`config.mk`:
```
export PLATFORM = sky130hd
export DESIGN_NAME = chord_token_classifier
export DESIGN_NICKNAME = d
export VERILOG_FILES = /design/src/sv/ctc_pkg.sv /design/src/sv/ctc_scanner.sv /design/src/sv/ctc_rsp_reg.sv /design/src/sv/chord_token_classifier.sv
export SDC_FILE = /design/constraint.sdc
export NUM_CORES = 1
export LEC_CHECK = 0
export BUFFER_PORTS_ARGS = -buffer_cell sky130_fd_sc_hd__clkbuf_2
export CAP_MARGIN = 25
export CELL_PAD_IN_SITES_DETAIL_PLACEMENT = 0
export CELL_PAD_IN_SITES_GLOBAL_PLACEMENT = 1
export CORE_AREA = 2 2 122 124
export CTS_CLUSTER_SIZE = 20
export DETAILED_ROUTE_END_ITERATION = 8
export DIE_AREA = 0 0 124 126
export GPL_TIMING_DRIVEN = 0
export MAX_ROUTING_LAYER = met4
export PLACE_DENSITY = 0.83
export SLEW_MARGIN = 10
export SYNTH_ARGS = -nofsm -noshare
export SYNTH_HDL_FRONTEND = slang
export SYNTH_HIERARCHICAL = 1
export SYNTH_SLANG_ARGS = --single-unit
```
`constraint.sdc`:
```
create_clock -name clock -period 4.7 [get_ports clock]
set_input_delay 0.47 -clock clock [delete_from_list [all_inputs] [get_ports clock]]
set_output_delay 0.47 -clock clock [all_outputs]
set_load 0.005 [all_outputs]
```
`src/sv/ctc_pkg.sv`:
```
package ctc_pkg;

   // Longest token the suffix count is meant to track; the count saturates.
   localparam int MAX_TOKEN_BYTES = 255;
   localparam int SUFFIX_CAP_INT  = (MAX_TOKEN_BYTES < 255) ? MAX_TOKEN_BYTES : 255;
   localparam logic [7:0] SUFFIX_CAP = 8'(SUFFIX_CAP_INT);

   // Token kind codes
   localparam logic [1:0] KIND_NONE   = 2'd0;
   localparam logic [1:0] KIND_CHORD  = 2'd1;
   localparam logic [1:0] KIND_REPEAT = 2'd2;

   typedef struct packed {
      logic [1:0] token_kind;
      logic [3:0] root_pitch;
      logic [2:0] root_bytes;
      logic [7:0] suffix_bytes;
   } result_type;

endpackage

```
`src/sv/ctc_scanner.sv`:
```
module ctc_scanner (
   input  logic               clock,
   input  logic               reset,
   input  logic               step,
   input  logic [7:0]         token_byte,
   input  logic               final_byte,
   output ctc_pkg::result_type result
);
   import ctc_pkg::*;

   localparam logic [5:0] ST_R0    = 6'd0;
   localparam logic [5:0] ST_RD    = 6'd1;
   localparam logic [5:0] ST_RF    = 6'd2;
   localparam logic [5:0] ST_RR    = 6'd3;
   localparam logic [5:0] ST_RM    = 6'd4;
   localparam logic [5:0] ST_RL    = 6'd5;
   localparam logic [5:0] ST_RS    = 6'd6;
   localparam logic [5:0] ST_RSO   = 6'd7;
   localparam logic [5:0] ST_RACC  = 6'd8;
   localparam logic [5:0] ST_N     = 6'd9;
   localparam logic [5:0] ST_ALT   = 6'd10;
   localparam logic [5:0] ST_C2    = 6'd11;
   localparam logic [5:0] ST_WM    = 6'd12;
   localparam logic [5:0] ST_WMA   = 6'd13;
   localparam logic [5:0] ST_WMI   = 6'd14;
   localparam logic [5:0] ST_WD    = 6'd15;
   localparam logic [5:0] ST_WDI   = 6'd16;
   localparam logic [5:0] ST_WA    = 6'd17;
   localparam logic [5:0] ST_WAD   = 6'd18;
   localparam logic [5:0] ST_WAU   = 6'd19;
   localparam logic [5:0] ST_WS    = 6'd20;
   localparam logic [5:0] ST_WSU   = 6'd21;
   localparam logic [5:0] ST_WO    = 6'd22;
   localparam logic [5:0] ST_WOM   = 6'd23;
   localparam logic [5:0] ST_WOMI  = 6'd24;
   localparam logic [5:0] ST_WN    = 6'd25;
   localparam logic [5:0] ST_SLASH = 6'd26;
   localparam logic [5:0] ST_BD    = 6'd27;
   localparam logic [5:0] ST_BF    = 6'd28;
   localparam logic [5:0] ST_BR    = 6'd29;
   localparam logic [5:0] ST_BM    = 6'd30;
   localparam logic [5:0] ST_BL    = 6'd31;
   localparam logic [5:0] ST_BS    = 6'd32;
   localparam logic [5:0] ST_BSO   = 6'd33;
   localparam logic [5:0] ST_BACC  = 6'd34;
   localparam logic [5:0] ST_BEND  = 6'd35;
   localparam logic [5:0] ST_P     = 6'd36;
   localparam logic [5:0] ST_PC2   = 6'd37;

   localparam logic [4:0] PW_IDLE = 5'd0;
   localparam logic [4:0] PW_DEAD = 5'd21;

   function automatic logic is_digit(input logic [7:0] c);
      return (c >= "0") && (c <= "9");
   endfunction

   function automatic logic is_letter(input logic [7:0] c);
      return ((c >= "A") && (c <= "Z")) || ((c >= "a") && (c <= "z"));
   endfunction

   function automatic logic is_acc(input logic [7:0] c);
      return (c == "#") || (c == "b");
   endfunction

   // Letter-run recognizer for words inside a parenthesized group.
   function automatic logic [4:0] pw_next(input logic [4:0] st, input logic [7:0] c);
      logic [4:0] nx;
      nx = PW_DEAD;
      unique case (st)
         5'd0: begin
            if (c == "n") nx = 5'd1;
            else if (c == "a") nx = 5'd3;
            else if (c == "s") nx = 5'd8;
            else if (c == "m") nx = 5'd11;
            else if (c == "d") nx = 5'd14;
            else if (c == "o") nx = 5'd17;
         end
         5'd1:  if (c == "o") nx = 5'd2;
         5'd3: begin
            if (c == "d") nx = 5'd4;
            else if (c == "u") nx = 5'd6;
         end
         5'd4:  if (c == "d") nx = 5'd5;
         5'd6:  if (c == "g") nx = 5'd7;
         5'd8:  if (c == "u") nx = 5'd9;
         5'd9:  if (c == "s") nx = 5'd10;
         5'd11: if (c == "a") nx = 5'd12;
         5'd12: if (c == "j") nx = 5'd13;
         5'd14: if (c == "i") nx = 5'd15;
         5'd15: if (c == "m") nx = 5'd16;
         5'd17: if (c == "m") nx = 5'd18;
         5'd18: if (c == "i") nx = 5'd19;
         5'd19: if (c == "t") nx = 5'd20;
         default: nx = PW_DEAD;
      endcase
      return nx;
   endfunction

   function automatic logic pw_accept(input logic [4:0] st);
      return (st == 5'd2) || (st == 5'd5) || (st == 5'd7) || (st == 5'd10) ||
             (st == 5'd13) || (st == 5'd16) || (st == 5'd20);
   endfunction

   function automatic logic accept_state(input logic [5:0] st);
      return (st == ST_N) || (st == ST_WM) || (st == ST_BD) || (st == ST_BF) ||
             (st == ST_BACC) || (st == ST_BEND) || (st == ST_RD) || (st == ST_RF) ||
             (st == ST_RACC);
   endfunction

   logic [5:0] scan_state_ff, scan_state_in;
   logic [3:0] pitch_ff, pitch_in;
   logic [2:0] root_len_ff, root_len_in;
   logic [7:0] count_ff, count_in;
   logic       all_special_ff, all_special_in;
   logic       has_special_ff, has_special_in;
   logic       reject_ff, reject_in;
   logic [4:0] pw_ff, pw_in;

   logic [5:0] eff_state;
   logic       root_byte;
   logic [5:0] st_n;
   logic [3:0] pitch_n;
   logic [2:0] rlen_n;
   logic [4:0] pw_n;
   logic       rej_n;
   logic       all_n, has_n;
   logic [7:0] count_n;
   logic [1:0] kind_n;

   // Resolve the lookahead states first: a byte that does not extend them
   // is handled by the state they fall through to.
   always_comb begin
      eff_state = scan_state_ff;
      if (eff_state == ST_RD && token_byte != "o") eff_state = ST_RACC;
      if (eff_state == ST_RF && token_byte != "a") eff_state = ST_RACC;
      if (eff_state == ST_RACC && !is_acc(token_byte)) eff_state = ST_N;
      if (eff_state == ST_WM && token_byte != "a" && token_byte != "i") eff_state = ST_N;
      if (eff_state == ST_WMA && token_byte != "j") eff_state = ST_WA;
   end

   always_comb begin
      st_n      = eff_state;
      pitch_n   = pitch_ff;
      rlen_n    = root_len_ff;
      pw_n      = pw_ff;
      rej_n     = reject_ff;
      root_byte = 1'b0;
      if (!reject_ff) begin
         unique case (eff_state)
            ST_R0: begin
               root_byte = 1'b1;
               unique case (token_byte)
                  "A": begin pitch_n = 4'd9;  rlen_n = 3'd1; st_n = ST_RACC; end
                  "B": begin pitch_n = 4'd11; rlen_n = 3'd1; st_n = ST_RACC; end
                  "C": begin pitch_n = 4'd0;  rlen_n = 3'd1; st_n = ST_RACC; end
                  "E": begin pitch_n = 4'd4;  rlen_n = 3'd1; st_n = ST_RACC; end
                  "G": begin pitch_n = 4'd7;  rlen_n = 3'd1; st_n = ST_RACC; end
                  "D": begin pitch_n = 4'd2;  rlen_n = 3'd1; st_n = ST_RD; end
                  "F": begin pitch_n = 4'd5;  rlen_n = 3'd1; st_n = ST_RF; end
                  "R": st_n = ST_RR;
                  "M": st_n = ST_RM;
                  "L": st_n = ST_RL;
                  "S": st_n = ST_RS;
                  default: rej_n = 1'b1;
               endcase
            end
            ST_RD: begin
               root_byte = 1'b1;
               pitch_n = 4'd0; rlen_n = 3'd2; st_n = ST_RACC;
            end
            ST_RF: begin
               root_byte = 1'b1;
               pitch_n = 4'd5; rlen_n = 3'd2; st_n = ST_RACC;
            end
            ST_RR: begin
               root_byte = 1'b1;
               if (token_byte == "e") begin pitch_n = 4'd2; rlen_n = 3'd2; st_n = ST_RACC; end
               else rej_n = 1'b1;
            end
            ST_RM: begin
               root_byte = 1'b1;
               if (token_byte == "i") begin pitch_n = 4'd4; rlen_n = 3'd2; st_n = ST_RACC; end
               else rej_n = 1'b1;
            end
            ST_RL: begin
               root_byte = 1'b1;
               if (token_byte == "a") begin pitch_n = 4'd9; rlen_n = 3'd2; st_n = ST_RACC; end
               else rej_n = 1'b1;
            end
            ST_RS: begin
               root_byte = 1'b1;
               if (token_byte == "o") st_n = ST_RSO;
               else if (token_byte == "i") begin
                  pitch_n = 4'd11; rlen_n = 3'd2; st_n = ST_RACC;
               end
               else rej_n = 1'b1;
            end
            ST_RSO: begin
               root_byte = 1'b1;
               if (token_byte == "l") begin pitch_n = 4'd7; rlen_n = 3'd3; st_n = ST_RACC; end
               else rej_n = 1'b1;
            end
            ST_RACC: begin
               // only sharp or flat reach here
               root_byte = 1'b1;
               if (token_byte == "#") pitch_n = (pitch_ff == 4'd11) ? 4'd0 : pitch_ff + 4'd1;
               else pitch_n = (pitch_ff == 4'd0) ? 4'd11 : pitch_ff - 4'd1;
               rlen_n = root_len_ff + 3'd1;
               st_n   = ST_N;
            end
            ST_N: begin
               if (is_digit(token_byte) || token_byte == "+" || token_byte == "-" ||
                   token_byte == "M" || token_byte == "h") st_n = ST_N;
               else if (token_byte == "/") st_n = ST_SLASH;
               else if (token_byte == "(") begin st_n = ST_P; pw_n = PW_IDLE; end
               else if (is_acc(token_byte)) st_n = ST_ALT;
               else if (token_byte == 8'hC2) st_n = ST_C2;
               else if (token_byte == "m") st_n = ST_WM;
               else if (token_byte == "d") st_n = ST_WD;
               else if (token_byte == "a") st_n = ST_WA;
               else if (token_byte == "s") st_n = ST_WS;
               else if (token_byte == "o") st_n = ST_WO;
               else if (token_byte == "n") st_n = ST_WN;
               else rej_n = 1'b1;
            end
            ST_ALT: if (is_digit(token_byte)) st_n = ST_N; else rej_n = 1'b1;
            ST_C2:  if (token_byte == 8'hBA) st_n = ST_N; else rej_n = 1'b1;
            ST_WM:  st_n = (token_byte == "a") ? ST_WMA : ST_WMI;
            ST_WMA: st_n = ST_N;
            ST_WMI: if (token_byte == "n") st_n = ST_N; else rej_n = 1'b1;
            ST_WD:  if (token_byte == "i") st_n = ST_WDI; else rej_n = 1'b1;
            ST_WDI: if (token_byte == "m") st_n = ST_N; else rej_n = 1'b1;
            ST_WA: begin
               if (token_byte == "d") st_n = ST_WAD;
               else if (token_byte == "u") st_n = ST_WAU;
               else rej_n = 1'b1;
            end
            ST_WAD:  if (token_byte == "d") st_n = ST_N; else rej_n = 1'b1;
            ST_WAU:  if (token_byte == "g") st_n = ST_N; else rej_n = 1'b1;
            ST_WS:   if (token_byte == "u") st_n = ST_WSU; else rej_n = 1'b1;
            ST_WSU:  if (token_byte == "s") st_n = ST_N; else rej_n = 1'b1;
            ST_WO:   if (token_byte == "m") st_n = ST_WOM; else rej_n = 1'b1;
            ST_WOM:  if (token_byte == "i") st_n = ST_WOMI; else rej_n = 1'b1;
            ST_WOMI: if (token_byte == "t") st_n = ST_N; else rej_n = 1'b1;
            ST_WN:   if (token_byte == "o") st_n = ST_N; else rej_n = 1'b1;
            ST_SLASH: begin
               unique case (token_byte)
                  "A", "B", "C", "E", "G": st_n = ST_BACC;
                  "D": st_n = ST_BD;
                  "F": st_n = ST_BF;
                  "R": st_n = ST_BR;
                  "M": st_n = ST_BM;
                  "L": st_n = ST_BL;
                  "S": st_n = ST_BS;
                  default: begin
                     if (is_digit(token_byte)) st_n = ST_N;
                     else rej_n = 1'b1;
                  end
               endcase
            end
            ST_BD, ST_BF: begin
               if (token_byte == ((eff_state == ST_BD) ? 8'("o") : 8'("a"))) st_n = ST_BACC;
               else if (is_acc(token_byte)) st_n = ST_BEND;
               else rej_n = 1'b1;
            end
            ST_BR:  if (token_byte == "e") st_n = ST_BACC; else rej_n = 1'b1;
            ST_BM:  if (token_byte == "i") st_n = ST_BACC; else rej_n = 1'b1;
            ST_BL:  if (token_byte == "a") st_n = ST_BACC; else rej_n = 1'b1;
            ST_BS: begin
               if (token_byte == "o") st_n = ST_BSO;
               else if (token_byte == "i") st_n = ST_BACC;
               else rej_n = 1'b1;
            end
            ST_BSO:  if (token_byte == "l") st_n = ST_BACC; else rej_n = 1'b1;
            ST_BACC: if (is_acc(token_byte)) st_n = ST_BEND; else rej_n = 1'b1;
            ST_P: begin
               if (pw_ff != PW_IDLE && is_letter(token_byte)) begin
                  pw_n = pw_next(pw_ff, token_byte);
               end else if (pw_ff != PW_IDLE && !pw_accept(pw_ff)) begin
                  rej_n = 1'b1;
               end else begin
                  // word closed (or none open): take the byte as a group item
                  pw_n = PW_IDLE;
                  if (is_digit(token_byte) || is_acc(token_byte)) st_n = ST_P;
                  else if (token_byte == ")") st_n = ST_N;
                  else if (token_byte == 8'hC2) st_n = ST_PC2;
                  else if (is_letter(token_byte)) pw_n = pw_next(PW_IDLE, token_byte);
                  else rej_n = 1'b1;
               end
            end
            ST_PC2: if (token_byte == 8'hBA) st_n = ST_P; else rej_n = 1'b1;
            default: rej_n = 1'b1;
         endcase
      end else begin
         st_n = scan_state_ff;
      end
   end

   // Repeat-marker flags, the saturating suffix count, and the token kind and result fields
   always_comb begin
      all_n = all_special_ff;
      has_n = has_special_ff;
      if (token_byte == "|" || token_byte == ":" || token_byte == "-") has_n = 1'b1;
      else if (!is_digit(token_byte)) all_n = 1'b0;

      count_n = count_ff;
      if (!reject_ff && !root_byte && count_ff < SUFFIX_CAP) count_n = count_ff + 8'd1;

      if (all_n && has_n) kind_n = KIND_REPEAT;
      else if (!rej_n && accept_state(st_n)) kind_n = KIND_CHORD;
      else kind_n = KIND_NONE;

      result.token_kind   = kind_n;
      result.root_pitch   = (kind_n == KIND_CHORD) ? pitch_n : 4'd0;
      result.root_bytes   = (kind_n == KIND_CHORD) ? rlen_n : 3'd0;
      result.suffix_bytes = (kind_n == KIND_CHORD) ? count_n : 8'd0;
   end

   // Commit on each step; drop back to the start state after the last byte.
   always_comb begin
      scan_state_in  = scan_state_ff;
      pitch_in       = pitch_ff;
      root_len_in    = root_len_ff;
      count_in       = count_ff;
      all_special_in = all_special_ff;
      has_special_in = has_special_ff;
      reject_in      = reject_ff;
      pw_in          = pw_ff;
      if (step) begin
         if (final_byte) begin
            scan_state_in  = ST_R0;
            pitch_in       = 4'd0;
            root_len_in    = 3'd0;
            count_in       = 8'd0;
            all_special_in = 1'b1;
            has_special_in = 1'b0;
            reject_in      = 1'b0;
            pw_in          = PW_IDLE;
         end else begin
            scan_state_in  = st_n;
            pitch_in       = pitch_n;
            root_len_in    = rlen_n;
            count_in       = count_n;
            all_special_in = all_n;
            has_special_in = has_n;
            reject_in      = rej_n;
            pw_in          = pw_n;
         end
      end
   end

   always_ff @(posedge clock) begin
      if (reset) begin
         scan_state_ff  <= ST_R0;
         pitch_ff       <= 4'd0;
         root_len_ff    <= 3'd0;
         count_ff       <= 8'd0;
         all_special_ff <= 1'b1;
         has_special_ff <= 1'b0;
         reject_ff      <= 1'b0;
         pw_ff          <= PW_IDLE;
      end else begin
         scan_state_ff  <= scan_state_in;
         pitch_ff       <= pitch_in;
         root_len_ff    <= root_len_in;
         count_ff       <= count_in;
         all_special_ff <= all_special_in;
         has_special_ff <= has_special_in;
         reject_ff      <= reject_in;
         pw_ff          <= pw_in;
      end
   end

endmodule

```
`src/sv/ctc_rsp_reg.sv`:
```
module ctc_rsp_reg (
   input  logic                clock,
   input  logic                reset,
   input  logic                load,
   input  ctc_pkg::result_type load_data,
   input  logic                rsp_ready,
   output logic                free,
   output logic                rsp_valid,
   output ctc_pkg::result_type rsp_data
);
   import ctc_pkg::*;

   logic       valid_ff, valid_in;
   result_type data_ff, data_in;

   // The register can take a new result when empty or being drained.
   assign free = !valid_ff || rsp_ready;

   always_comb begin
      valid_in = valid_ff;
      data_in  = data_ff;
      if (load) begin
         valid_in = 1'b1;
         data_in  = load_data;
      end else if (rsp_ready) begin
         valid_in = 1'b0;
      end
   end

   always_ff @(posedge clock) begin
      if (reset) valid_ff <= 1'b0;
      else       valid_ff <= valid_in;
   end

   always_ff @(posedge clock) begin
      data_ff <= data_in;
   end

   assign rsp_valid = valid_ff;
   assign rsp_data  = data_ff;

endmodule

```
`src/sv/chord_token_classifier.sv`:
```
// A final byte is held in the input register and scanned once the result register is
// free; the result register then loads its result and raises rsp_valid.
// Throughput: one byte per cycle unless a final byte is stalled; the byte scanner
// updates its state in a single pass. Backpressure stalls only a final byte whose result
// register is still occupied. Reset (synchronous, active high) empties both registers
// and returns the scanner to the start of a token.
module chord_token_classifier (
   input  logic       clock,
   input  logic       reset,
   input  logic       req_valid,
   output logic       req_ready,
   input  logic [7:0] req_token_byte,
   input  logic       req_final_byte,
   output logic       rsp_valid,
   input  logic       rsp_ready,
   output logic [1:0] rsp_token_kind,
   output logic [3:0] rsp_root_pitch,
   output logic [2:0] rsp_root_bytes,
   output logic [7:0] rsp_suffix_bytes
);
   import ctc_pkg::*;

   // Input register: holds one request byte in front of the scanner.
   logic       in_vld_ff, in_vld_in;
   logic [7:0] in_byte_ff, in_byte_in;
   logic       in_final_ff, in_final_in;

   logic       proc_fire;
   logic       rsp_free;
   result_type scan_result;
   result_type rsp_data;

   // Advance the held byte into the scanner. Non-final bytes never wait;
   // a final byte waits until the result register can take its result.
   assign proc_fire = in_vld_ff && (!in_final_ff || rsp_free);

   // Accept a new request whenever the input register is empty or empties this cycle.
   assign req_ready = !in_vld_ff || proc_fire;

   always_comb begin
      in_vld_in   = in_vld_ff;
      in_byte_in  = in_byte_ff;
      in_final_in = in_final_ff;
      if (req_valid && req_ready) begin
         in_vld_in   = 1'b1;
         in_byte_in  = req_token_byte;
         in_final_in = req_final_byte;
      end else if (proc_fire) begin
         in_vld_in = 1'b0;
      end
   end

   always_ff @(posedge clock) begin
      if (reset) in_vld_ff <= 1'b0;
      else       in_vld_ff <= in_vld_in;
   end

   always_ff @(posedge clock) begin
      in_byte_ff  <= in_byte_in;
      in_final_ff <= in_final_in;
   end

   // Token scanner: state machine with one-byte lookahead, plus the
   // repeat-marker flags and the saturating suffix counter.
   ctc_scanner u_scanner (
      .clock      (clock),
      .reset      (reset),
      .step       (proc_fire),
      .token_byte (in_byte_ff),
      .final_byte (in_final_ff),
      .result     (scan_result)
   );

   // Result register: load on the final byte of each token.
   ctc_rsp_reg u_rsp_reg (
      .clock     (clock),
      .reset     (reset),
      .load      (proc_fire && in_final_ff),
      .load_data (scan_result),
      .rsp_ready (rsp_ready),
      .free      (rsp_free),
      .rsp_valid (rsp_valid),
      .rsp_data  (rsp_data)
   );

   assign rsp_token_kind   = rsp_data.token_kind;
   assign rsp_root_pitch   = rsp_data.root_pitch;
   assign rsp_root_bytes   = rsp_data.root_bytes;
   assign rsp_suffix_bytes = rsp_data.suffix_bytes;

endmodule

```
# Yosys cells after proc, flatten, opt, wreduce, memory -nomap -nowiden
# Cells that the tools add are included.
# word_totals
reg_bits	57
inputBits	13
output_inout_bits	19
wordCells	385
# op_classes
add_sub_neg	4
magnitude_cmp	7
eq_ne	118
mux	165
reduce_logical	75
# op_table
op	n
6-bit two-way mux	51
8-bit by 7-bit equality test with 1-bit output, second input constant	27
6-bit case mux with 34 select lines	1
5-bit two-way mux	26
6-bit by 5-bit equality test with 1-bit output, second input constant	18
6-bit by 4-bit equality test with 1-bit output, second input constant	14
6-bit case mux with 7 select lines	2
5-bit case mux with 14 select lines	1
8-bit by 6-bit equality test with 1-bit output, second input constant	7
1-bit two-way mux	51
4-bit two-way mux	12
6-bit equality test, second input constant	7
5-bit by 4-bit equality test with 1-bit output, second input constant	8
3-bit two-way mux	12
4-bit case mux with 9 select lines	1
8-bit by 7-bit inequality test with 1-bit output, second input constant	4
4-bit case mux with 7 select lines	1
1-bit logical OR	26
5-bit equality test, second input constant	5
6-bit by 2-bit equality test with 1-bit output, second input constant	4
6-bit by 3-bit equality test with 1-bit output, second input constant	4
3-bit case mux with 8 select lines	1
1-bit case mux with 23 select lines	1
5-bit by 3-bit equality test with 1-bit output, second input constant	4
other kinds (38)	81

# Longest topological paths before layout
# Gate-level depths: netlist of the first run.
# logic_depth
word_depth	42
mapped_depth	17
ltp_nobuf	12

# Modules after synthesis
# Netlist of the first run, hierarchy kept.
# modules_own_cells
module	n_inst	cells_each	area_each_um2	seq_area_each_um2
ctc_scanner	1	877	5691.7	580.6
ctc_rsp_reg	1	21	556.8	530.5
chord_token_classifier	1	17	350.3	290.3

# Worst setup path before layout of the first run
# No wires, ideal clock.
# synth_timing
path_type	reg-to-reg
startpoint	register in_byte_ff[4]
endpoint	register u_rsp_reg.data_ff, in the netlist u_rsp_reg/rsp_data[15], data pin
setup_ns	0.263
t_arrival_ns	3.884
required_ns	4.437
setup_slack_ns	0.553
path_stages_with_launch	18
n_path_buf	5
synth_period_minus_slack_ns	4.147
path_cell_list	edfxtp_1 buf_2 nand4bb_1 buf_2 o211a_4 or3_4 buf_6 a22oi_1 nand3b_1 a21oi_1 or4b_1 buf_4 a311oi_1 o32ai_2 o21a_1 a211oi_2 buf_6 nor3_1
# synth_lines
element	line	rtl
from (decl)	chord_token_classifier.sv:25	logic [7:0] in_byte_ff, in_byte_in;
from (signal assigned)	chord_token_classifier.sv:59	in_byte_ff <= in_byte_in;
to (signal assigned)	ctc_rsp_reg.sv:36	data_ff <= data_in;
to (decl)	ctc_rsp_reg.sv:14	result_type data_ff, data_in;

# Worst setup path after layout of the first run
# layout_timing
startpoint	register in_byte_ff[0]
endpoint	register u_rsp_reg.data_ff, in the netlist u_rsp_reg/rsp_data[0], data pin
# layout_via
elab_chain_cells	42
elab_cells_between_ends	246
cone_classes	order compare (6); eq/ne (90); mux (101); reduce/logical (49)
# layout_rtl
element	line	rtl
8-bit by 7-bit inequality test with 1-bit output	ctc_scanner.sv:134	if (eff_state == ST_RD && token_byte != "o") eff_state = ST_RACC;
1-bit logical AND	ctc_scanner.sv:134	
6-bit two-way mux	ctc_scanner.sv:134	
6-bit by 2-bit equality test with 1-bit output	ctc_scanner.sv:135	if (eff_state == ST_RF && token_byte != "a") eff_state = ST_RACC;
1-bit logical AND	ctc_scanner.sv:135	
6-bit two-way mux	ctc_scanner.sv:135	
6-bit by 4-bit equality test with 1-bit output	ctc_scanner.sv:136	if (eff_state == ST_RACC && !is_acc(token_byte)) eff_state = ST_N;
1-bit logical AND	ctc_scanner.sv:136	
(+20 left out)	-	
6-bit two-way mux	ctc_scanner.sv:148	if (!reject_ff) begin
6-bit by 4-bit equality test with 1-bit output	ctc_scanner.sv:105	return (st == ST_N) || (st == ST_WM) || (st == ST_BD) || (st == ST_BF) ||
1-bit logical OR (4 in series)	ctc_scanner.sv:105	
1-bit logical OR (4 in series)	ctc_scanner.sv:106	(st == ST_BACC) || (st == ST_BEND) || (st == ST_RD) || (st == ST_RF) ||
1-bit logical AND	ctc_scanner.sv:310	else if (!rej_n && accept_state(st_n)) kind_n = KIND_CHORD;
1-bit two-way mux	ctc_scanner.sv:310	
2-bit two-way mux	ctc_scanner.sv:309	if (all_n && has_n) kind_n = KIND_REPEAT;
2-bit by 1-bit equality test with 1-bit output	ctc_scanner.sv:316	result.suffix_bytes = (kind_n == KIND_CHORD) ? count_n : 8'd0;
# Several ways; a longest one is shown, not always the timed one.
# A chain may end at the register's enable or synchronous reset.

==> results of run 1 <==
cell type report:
class | instances | area share (%)
Multi-Input combinational cell | 768 | 64.7
Clock buffer | 9 | 2.82
Timing Repair Buffer | 66 | 5.36
Clock inverter | 7 | 1.60
Sequential cell | 57 | 17.6
Tap cell | 184 | 2.88
Inverter | 23 | 1.08
Buffer | 65 | 4.03
placed cells by master, fill, tap and decap left out, types with 20 or more instances in the layout:
cell type / n
nor2_1: 114
dfxtp_1: 29
buf_4: 38
edfxtp_1: 26
nand2_1: 79
nand3_1: 40
clkbuf_2: 37
a21oi_1: 60
clkbuf_1: 36
nor3_1: 38
o21ai_0: 57
inv_1: 20
power by group through the flow:
stage          registers (uW)  clock network, uW  logic [uW]
2_1_floorplan             545                  0         198
3_3_place_gp              546                  0         280
3_5_place_dp              547                  0         281
4_1_cts                   537                802         301
5_1_grt                   538                822         361
6_report                  537                795         345
critical path, delay by kind of cell, from the launching register on:
kind	cells	cell delay [ns]
flip-flops	1	0.45
AO/OA/AOI/OAI	6	2.07
AND/OR/NAND/NOR	5	1.05
buffers and inverters	5	0.96
layer usage:
| layer | vias to the layer above | track usage, % | part of all wire [%] |
|---|---|---|---|
| met5 | - | - | 0 |
| met4 | 0 | 24.8 | 7.4 |
| met3 | 205 | 9.19 | 12 |
| met2 | 671 | 60.7 | 43 |
| met1 | 3977 | 53.3 | 38 |
| li1 | 3656 | - | - |
stage by stage:
stage | instance area [um^2] | hold WS (ns) | util [%]
after global routing | 7990 | 0.307 | 55.8
after detailed placement | 7000 | 0.440 | 48.9
after floorplan | 6600 | 0.417 | -
after global placement | 6980 | 0.434 | 48.8
final | 7990 | 0.307 | 55.8
after CTS | 7550 | 0.303 | 52.7
flip-flops by register name (all words and copies together), names as in the netlist:
signal                    cells
u_scanner/has_special_ff      1
u_scanner/reject_ff           1
u_scanner/root_len_ff         3
u_scanner/all_special_ff      1
in_final_ff                   1
u_scanner/pw_ff               5
in_byte_ff                    8
u_scanner/pitch_ff            4
u_rsp_reg/rsp_valid           1
u_scanner/scan_state_ff       6
in_vld_ff                     1
u_scanner/count_ff            8
u_rsp_reg/rsp_data           17
worst max-delay path by stage:
stage                                         to  slack, ns  depth (start not counted)
after CTS                 u_rsp_reg/rsp_data[12]      0.005                         15
after global routing       u_rsp_reg/rsp_data[5]       -0.1                         15
after detailed placement  u_rsp_reg/rsp_data[15]      -0.71                         15
after floorplan           u_rsp_reg/rsp_data[15]       0.55                         17
final                      u_rsp_reg/rsp_data[0]      -0.01                         16
after global placement     u_rsp_reg/rsp_data[8]      -0.69                         15
timing repair:
action	in CTS	in global routing
hold endpoints to repair	0	0
cloned	0	1
gates resized for setup	32	67
setup buffers	5	27
pin swaps	4	23
endpoints found under the setup margin	16	16
kinds of logic (layout without fill, tap and decap cells):
group | Yosys count | count (layout) | share of synthesized area [%]
AO/OA/AOI/OAI | 296 | 296 | 32.7
multiplexers | 6 | 6 | 0.948
adder cells (fa/ha/maj) | 4 | 4 | 0.758
buffers and inverters | 90 | 170 | 5.76
AND/OR/NAND/NOR | 449 | 449 | 36.9
flip-flops | 57 | 57 | 21.2
XOR/XNOR | 13 | 13 | 1.73
==> reports/metrics.yaml, run 1 <==
run_status:
  status: "finished, violations left"
  violations: "negative setup slack"
min_path:
  hp-start: "req_token_byte[3]"
  whs_path_depth: 1
  hp-class: "in -> reg"
  min_to: "in_byte_ff[3]"
global_route:
  grt_max_degree: 19
  track_usage_pct: 41.9
  antenna_found_initial: 0
  grt_pass1_wl_mm: 47.3
  overflow: 0
  grt_pass1_vias: 7794
cts:
  cts_tree: "done"
  htreeDepth: 3
  clkSlewWorstSetupHoldPaths_ns: 0.07
  cts_made_buffers: 9
  clk_latency_ns: 0.35
  cts_hold_buf: 0
  cts-root-buf: "clkbuf_16"
  clock_path_buffers: 2
  clock_sinks: 57
worst_setup_path:
  reg2reg_depth: 16
  r2r_end: "u_rsp_reg/rsp_data[0]"
  crit_required_ns: 4.87
  startpoint: "in_byte_ff[0]"
  critPathSlowestCell: "a2111o_1"
  path_cells: "buf_2 -> and2b_2 -> nand3_2 -> a221oi_4 -> buf_4 -> nand3_1 -> a2bb2o_1 -> a31oi_1 -> or4b_1 -> buf_4 -> a311oi_1 -> o32ai_2 -> inv_2 -> a2111o_1 -> buf_4 -> nor4_2"
  setup.worst_path.start_class: "flop"
  slowest_delay_ns: 0.57
  rr_startpoint: "in_byte_ff[0]"
  critPathCaptureType: "flop"
  crit_type: "reg -> reg"
  r2r_setup_slack_ns: -0.01
  crit_path_max_fanout: 10
  critPathArrivalTime_ns: 4.88
  crit_top_cell: "buf_4"
timing:
  max_freq_mhz: 212
  min_period_ns: 4.71
  period_share_pct: 100
  worstMarginPinSlew_ns: 0.956
  rsz0062_at_grt: "yes"
  fin_skew_ns: 0.0101
  setup_violations: 2
  hold_viol: 0
  tns_ns: -0.0193
  relSlewSlack_pct: 36.0
  finalMaxSlewViolations: 0
  finalWorstSetupSlack_ns: -0.0138
placement:
  gp_congestion: 1.12
  portBuffers: 31
  dp_hpwl_mm: 24.1
  pre_cts_ws_ns: -0.706
  place_inst: 1132
final_layout:
  fill_cells: 1408
  syn_to_final_growth_pct: 21.1
  seqCellArea_mm2: 0.00140
  drive_above_1_share_pct: 21.7
  antenna_cells: 0
  multi_input_area_mm2: 0.00517
  instances_no_fill: 1179
  fin_nets: 1007
route:
  drtIter0Drc: 1401
  antenna_left: 0
  wl_per_cell_um: 27.4
  num_vias: 8509
  drtPass1Iterations: 9
  wirelength_mm: 32.4
  drc: 0
  drt-vias-per-instance: 7.22
logic_synthesis:
  synth_top_area_share_pct: 11.8
  avgSynthCellArea_um2: 7.21
  ys_seq_area_share_pct: 21.2
  yosys.area.top_type: "edfxtp_1"
  yosys_most_used_dff: "dfxtp_1"
  synth_commonest_cells: "nor2_1 (120), nand2_1 (81), a21oi_1 (63)"
  synth_async_sr_flop_share_pct: 0
  syn-cell-area_mm2: 0.00660
  yosysUniqueCellTypes: 106
  yosysWarnings: 6
  synthCells: 915
  synth_edf_count: 26
  synth.area.top_cells: "edfxtp_1 (12%), dfxtp_1 (9.4%), nor2_1 (6.8%), a21oi_1 (4.8%), o21ai_0 (4.7%)"
  synth_seq_cells: 57
  synth.most_common_cell: "nor2_1"
  synth_nets: 932
die:
  die_y_um: 126
  rows: 44
  coreArea_mm2: 0.0143
  start_util_pct: 46.1
  dieArea_mm2: 0.0156
  io_pins: 32
  die_w_um: 124
power:
  switchingPower_uw: 505
  p_int_uw: 1170
  power_leakage_uw: 0.00281
  peakVddDrop_mv: 0.208
  seqPwrFrac_pct: 32.0
  p_comb_share_pct: 20.6
  clockPowerShare_pct: 47.4
  swShare_pct: 30.1
  p_total_uw: 1680
  power_density_mw_per_mm2: 210
flow_run:
  max_cap_violations: 0
Note: power is estimated with default switching activity, not from simulation.
==> run 2, diff against run 1 <==
--- a/config.mk
+++ b/config.mk
@@ -9,13 +9,13 @@
 export CAP_MARGIN = 25
 export CELL_PAD_IN_SITES_DETAIL_PLACEMENT = 0
 export CELL_PAD_IN_SITES_GLOBAL_PLACEMENT = 1
-export CORE_AREA = 2 2 122 124
+export CORE_AREA = 2 2 116 130
 export CTS_CLUSTER_SIZE = 20
 export DETAILED_ROUTE_END_ITERATION = 8
-export DIE_AREA = 0 0 124 126
+export DIE_AREA = 0 0 118 132
 export GPL_TIMING_DRIVEN = 0
 export MAX_ROUTING_LAYER = met4
-export PLACE_DENSITY = 0.83
+export PLACE_DENSITY_LB_ADDON = 0.25
 export SLEW_MARGIN = 10
 export SYNTH_ARGS = -nofsm -noshare
 export SYNTH_HDL_FRONTEND = slang
==> run 2 against run 1 <==
The run still ends with negative setup slack left. Worst setup slack gained 0.0060 ns. Combinational power up 7.2%. Non-clock buffer count shrank 2. Critical path depth fell by 1. Register-to-register slack is essentially flat. Global-route usage is 0.27 points lower. Critical path type unchanged. Largest cell class unchanged.
==> reports/metrics.yaml, run 2 (synthesized netlist as in run 1, its figures left out) <==
run_status:
  status: "finished, violations left"
  violations: "negative setup slack"
timing:
  min_period_ns: 4.71
  setup_violations: 1
  finalMaxSlewViolations: 0
  hold_viol: 0
  fin_skew_ns: 0.00682
  relSlewSlack_pct: 37.0
  holdWs_ns: 0.315
  period_share_pct: 100
  tns_ns: -0.00778
  finalWorstSetupSlack_ns: -0.00778
  max_freq_mhz: 212
  worstMarginPinSlew_ns: 0.941
  rsz0062_at_grt: "yes"
power:
  clockPowerShare_pct: 43.0
  p_int_uw: 1120
  peakVddDrop_mv: 0.280
  switchingPower_uw: 472
  seqPwrFrac_pct: 33.8
  power_leakage_uw: 0.00287
  p_comb_share_pct: 23.2
  power_density_mw_per_mm2: 197
  swShare_pct: 29.6
route:
  drt-vias-per-instance: 7.14
  drtPass1Iterations: 8
  drc: 0
  wirelength_mm: 32.3
  drtIter0Drc: 1275
  num_vias: 8466
  wl_per_cell_um: 27.2
  antenna_left: 0
cts:
  clkSlewWorstSetupHoldPaths_ns: 0.05
  cts_hold_buf: 0
  cts_made_buffers: 9
  cts-root-buf: "clkbuf_16"
  htreeDepth: 3
  clock_path_buffers: 2
  clk_latency_ns: 0.33
  cts_tree: "done"
  clock_sinks: 57
worst_setup_path:
  critPathCaptureType: "flop"
  critPathSlowestCell: "a211oi_1"
  cp_num_buf_inv: 5
  crit_family: "compound AO/OA/AOI/OAI gates"
  crit_required_ns: 4.84
  setup.worst_path.start_class: "flop"
  critPathArrivalTime_ns: 4.85
  crit_path_max_fanout: 10
  crit_type: "reg -> reg"
  slowest_delay_ns: 0.58
  path_cells: "clkbuf_4 -> clkbuf_1 -> buf_1 -> xor2_1 -> nor3_2 -> nor3_1 -> a31oi_1 -> o21ai_0 -> a211oi_1 -> a41o_1 -> inv_1 -> o21ba_1 -> a2111o_1 -> buf_4 -> nor4_2"
die:
  coreArea_mm2: 0.0142
  dieArea_mm2: 0.0156
  die_w_um: 118
  rows: 46
  die_y_um: 132
  start_util_pct: 46.4
  io_pins: 32
final_layout:
  layout_commonest_cell: "nor2_1"
  largest_reg_flops: 17
  fin_nets: 1005
  drive_above_1_share_pct: 23.3
  final_cell_mix: "nor2_1 (114), nand2_1 (79), a21oi_1 (59)"
  instances_no_fill: 1186
  final_core_util_pct: 57.0
  syn_to_final_growth_pct: 22.9
placement:
  dp_hpwl_mm: 23.9
  pre_cts_ws_ns: -0.560
  gp_congestion: 1.11
  portBuffers: 31
  place_inst: 1138
global_route:
  overflow: 0
  grt_max_degree: 19
  antenna_found_initial: 1
  track_usage_pct: 41.7
  grt_pass1_vias: 7690
  grt_pass1_wl_mm: 48.0
min_path:
  hp-class: "in -> reg"
flow_run:
  max_cap_violations: 0
## run 2: cell count changes in the layout (fill, tap and decap cells not counted), moves of 3 or more
cell / change
o21ai_1: -3
a211oi_2: -3
buf_4: -5
a211oi_4: +3
buf_6: +4
nor4_2: +3
## run 2: path summary, 6_finish.rpt
| check | start | to | slack [ns] | cells past startpoint |
|---|---|---|---|---|
| min | req_token_byte[6] | in_byte_ff[6] | 0.31 | 1 |
| min reg2reg | u_scanner/all_special_ff | u_scanner/all_special_ff | 0.44 | 2 |
| max reg2reg | in_byte_ff[3] | u_rsp_reg/rsp_data[7] | -0.008 | 15 |
| max | in_byte_ff[3] | u_rsp_reg/rsp_data[7] | -0.008 | 15 |
## run 2: worst register-to-register path, stage by stage (launching register included)
cell and delay (ns):
edfxtp_1 0.33, clkbuf_4 0.22, clkbuf_1 0.40, buf_1 0.49, xor2_1 0.15, nor3_2 0.35, nor3_1 0.16, a31oi_1 0.23
o21ai_0 0.16, a211oi_1 0.58, a41o_1 0.26, inv_1 0.09, o21ba_1 0.20, a2111o_1 0.47, buf_4 0.18, nor4_2 0.24
## run 2: metal layers
layer,vias to the layer above,share of wire [%],track usage (%)
met5,-,0,-
met4,0,8.9,28.6
met3,230,10,9.69
met2,628,44,63.0
met1,3944,37,49.1
li1,3664,-,-
## run 2: per-stage QoR
stage          instance area [um^2]  total power [uW]
2_1_floorplan                  6600               743
6_report                       8110              1600
3_5_place_dp                   7010               826
3_3_place_gp                   6990               826
4_1_cts                        7620              1550
5_1_grt                        8110              1650
## run 2: power groups by stage
stage	Sequential, uW	Clock (uW)	Combinational, uW
3_5_place_dp	548	0	278
6_report	539	687	370
5_1_grt	539	723	390
3_3_place_gp	547	0	279
2_1_floorplan	545	0	198
4_1_cts	537	700	317
## run 2: layout make-up
cell class / instances / area (um^2)
clock inverter: 6 / 82.6
sequential: 57 / 1410
antenna: 1 / 2.50
inverter: 23 / 86.3
buffer: 64 / 329
multi-input combinational: 768 / 5320
clock buffer: 10 / 229
tap: 192 / 240
fill: 1389 / 6110
timing repair buffer: 65 / 413
## run 2: timing repair
item,in CTS,in global routing
gates cloned,1,0
resized for setup,43,88
setup endpoints to repair,16,16
setup buffers,11,20
pin swaps,12,23
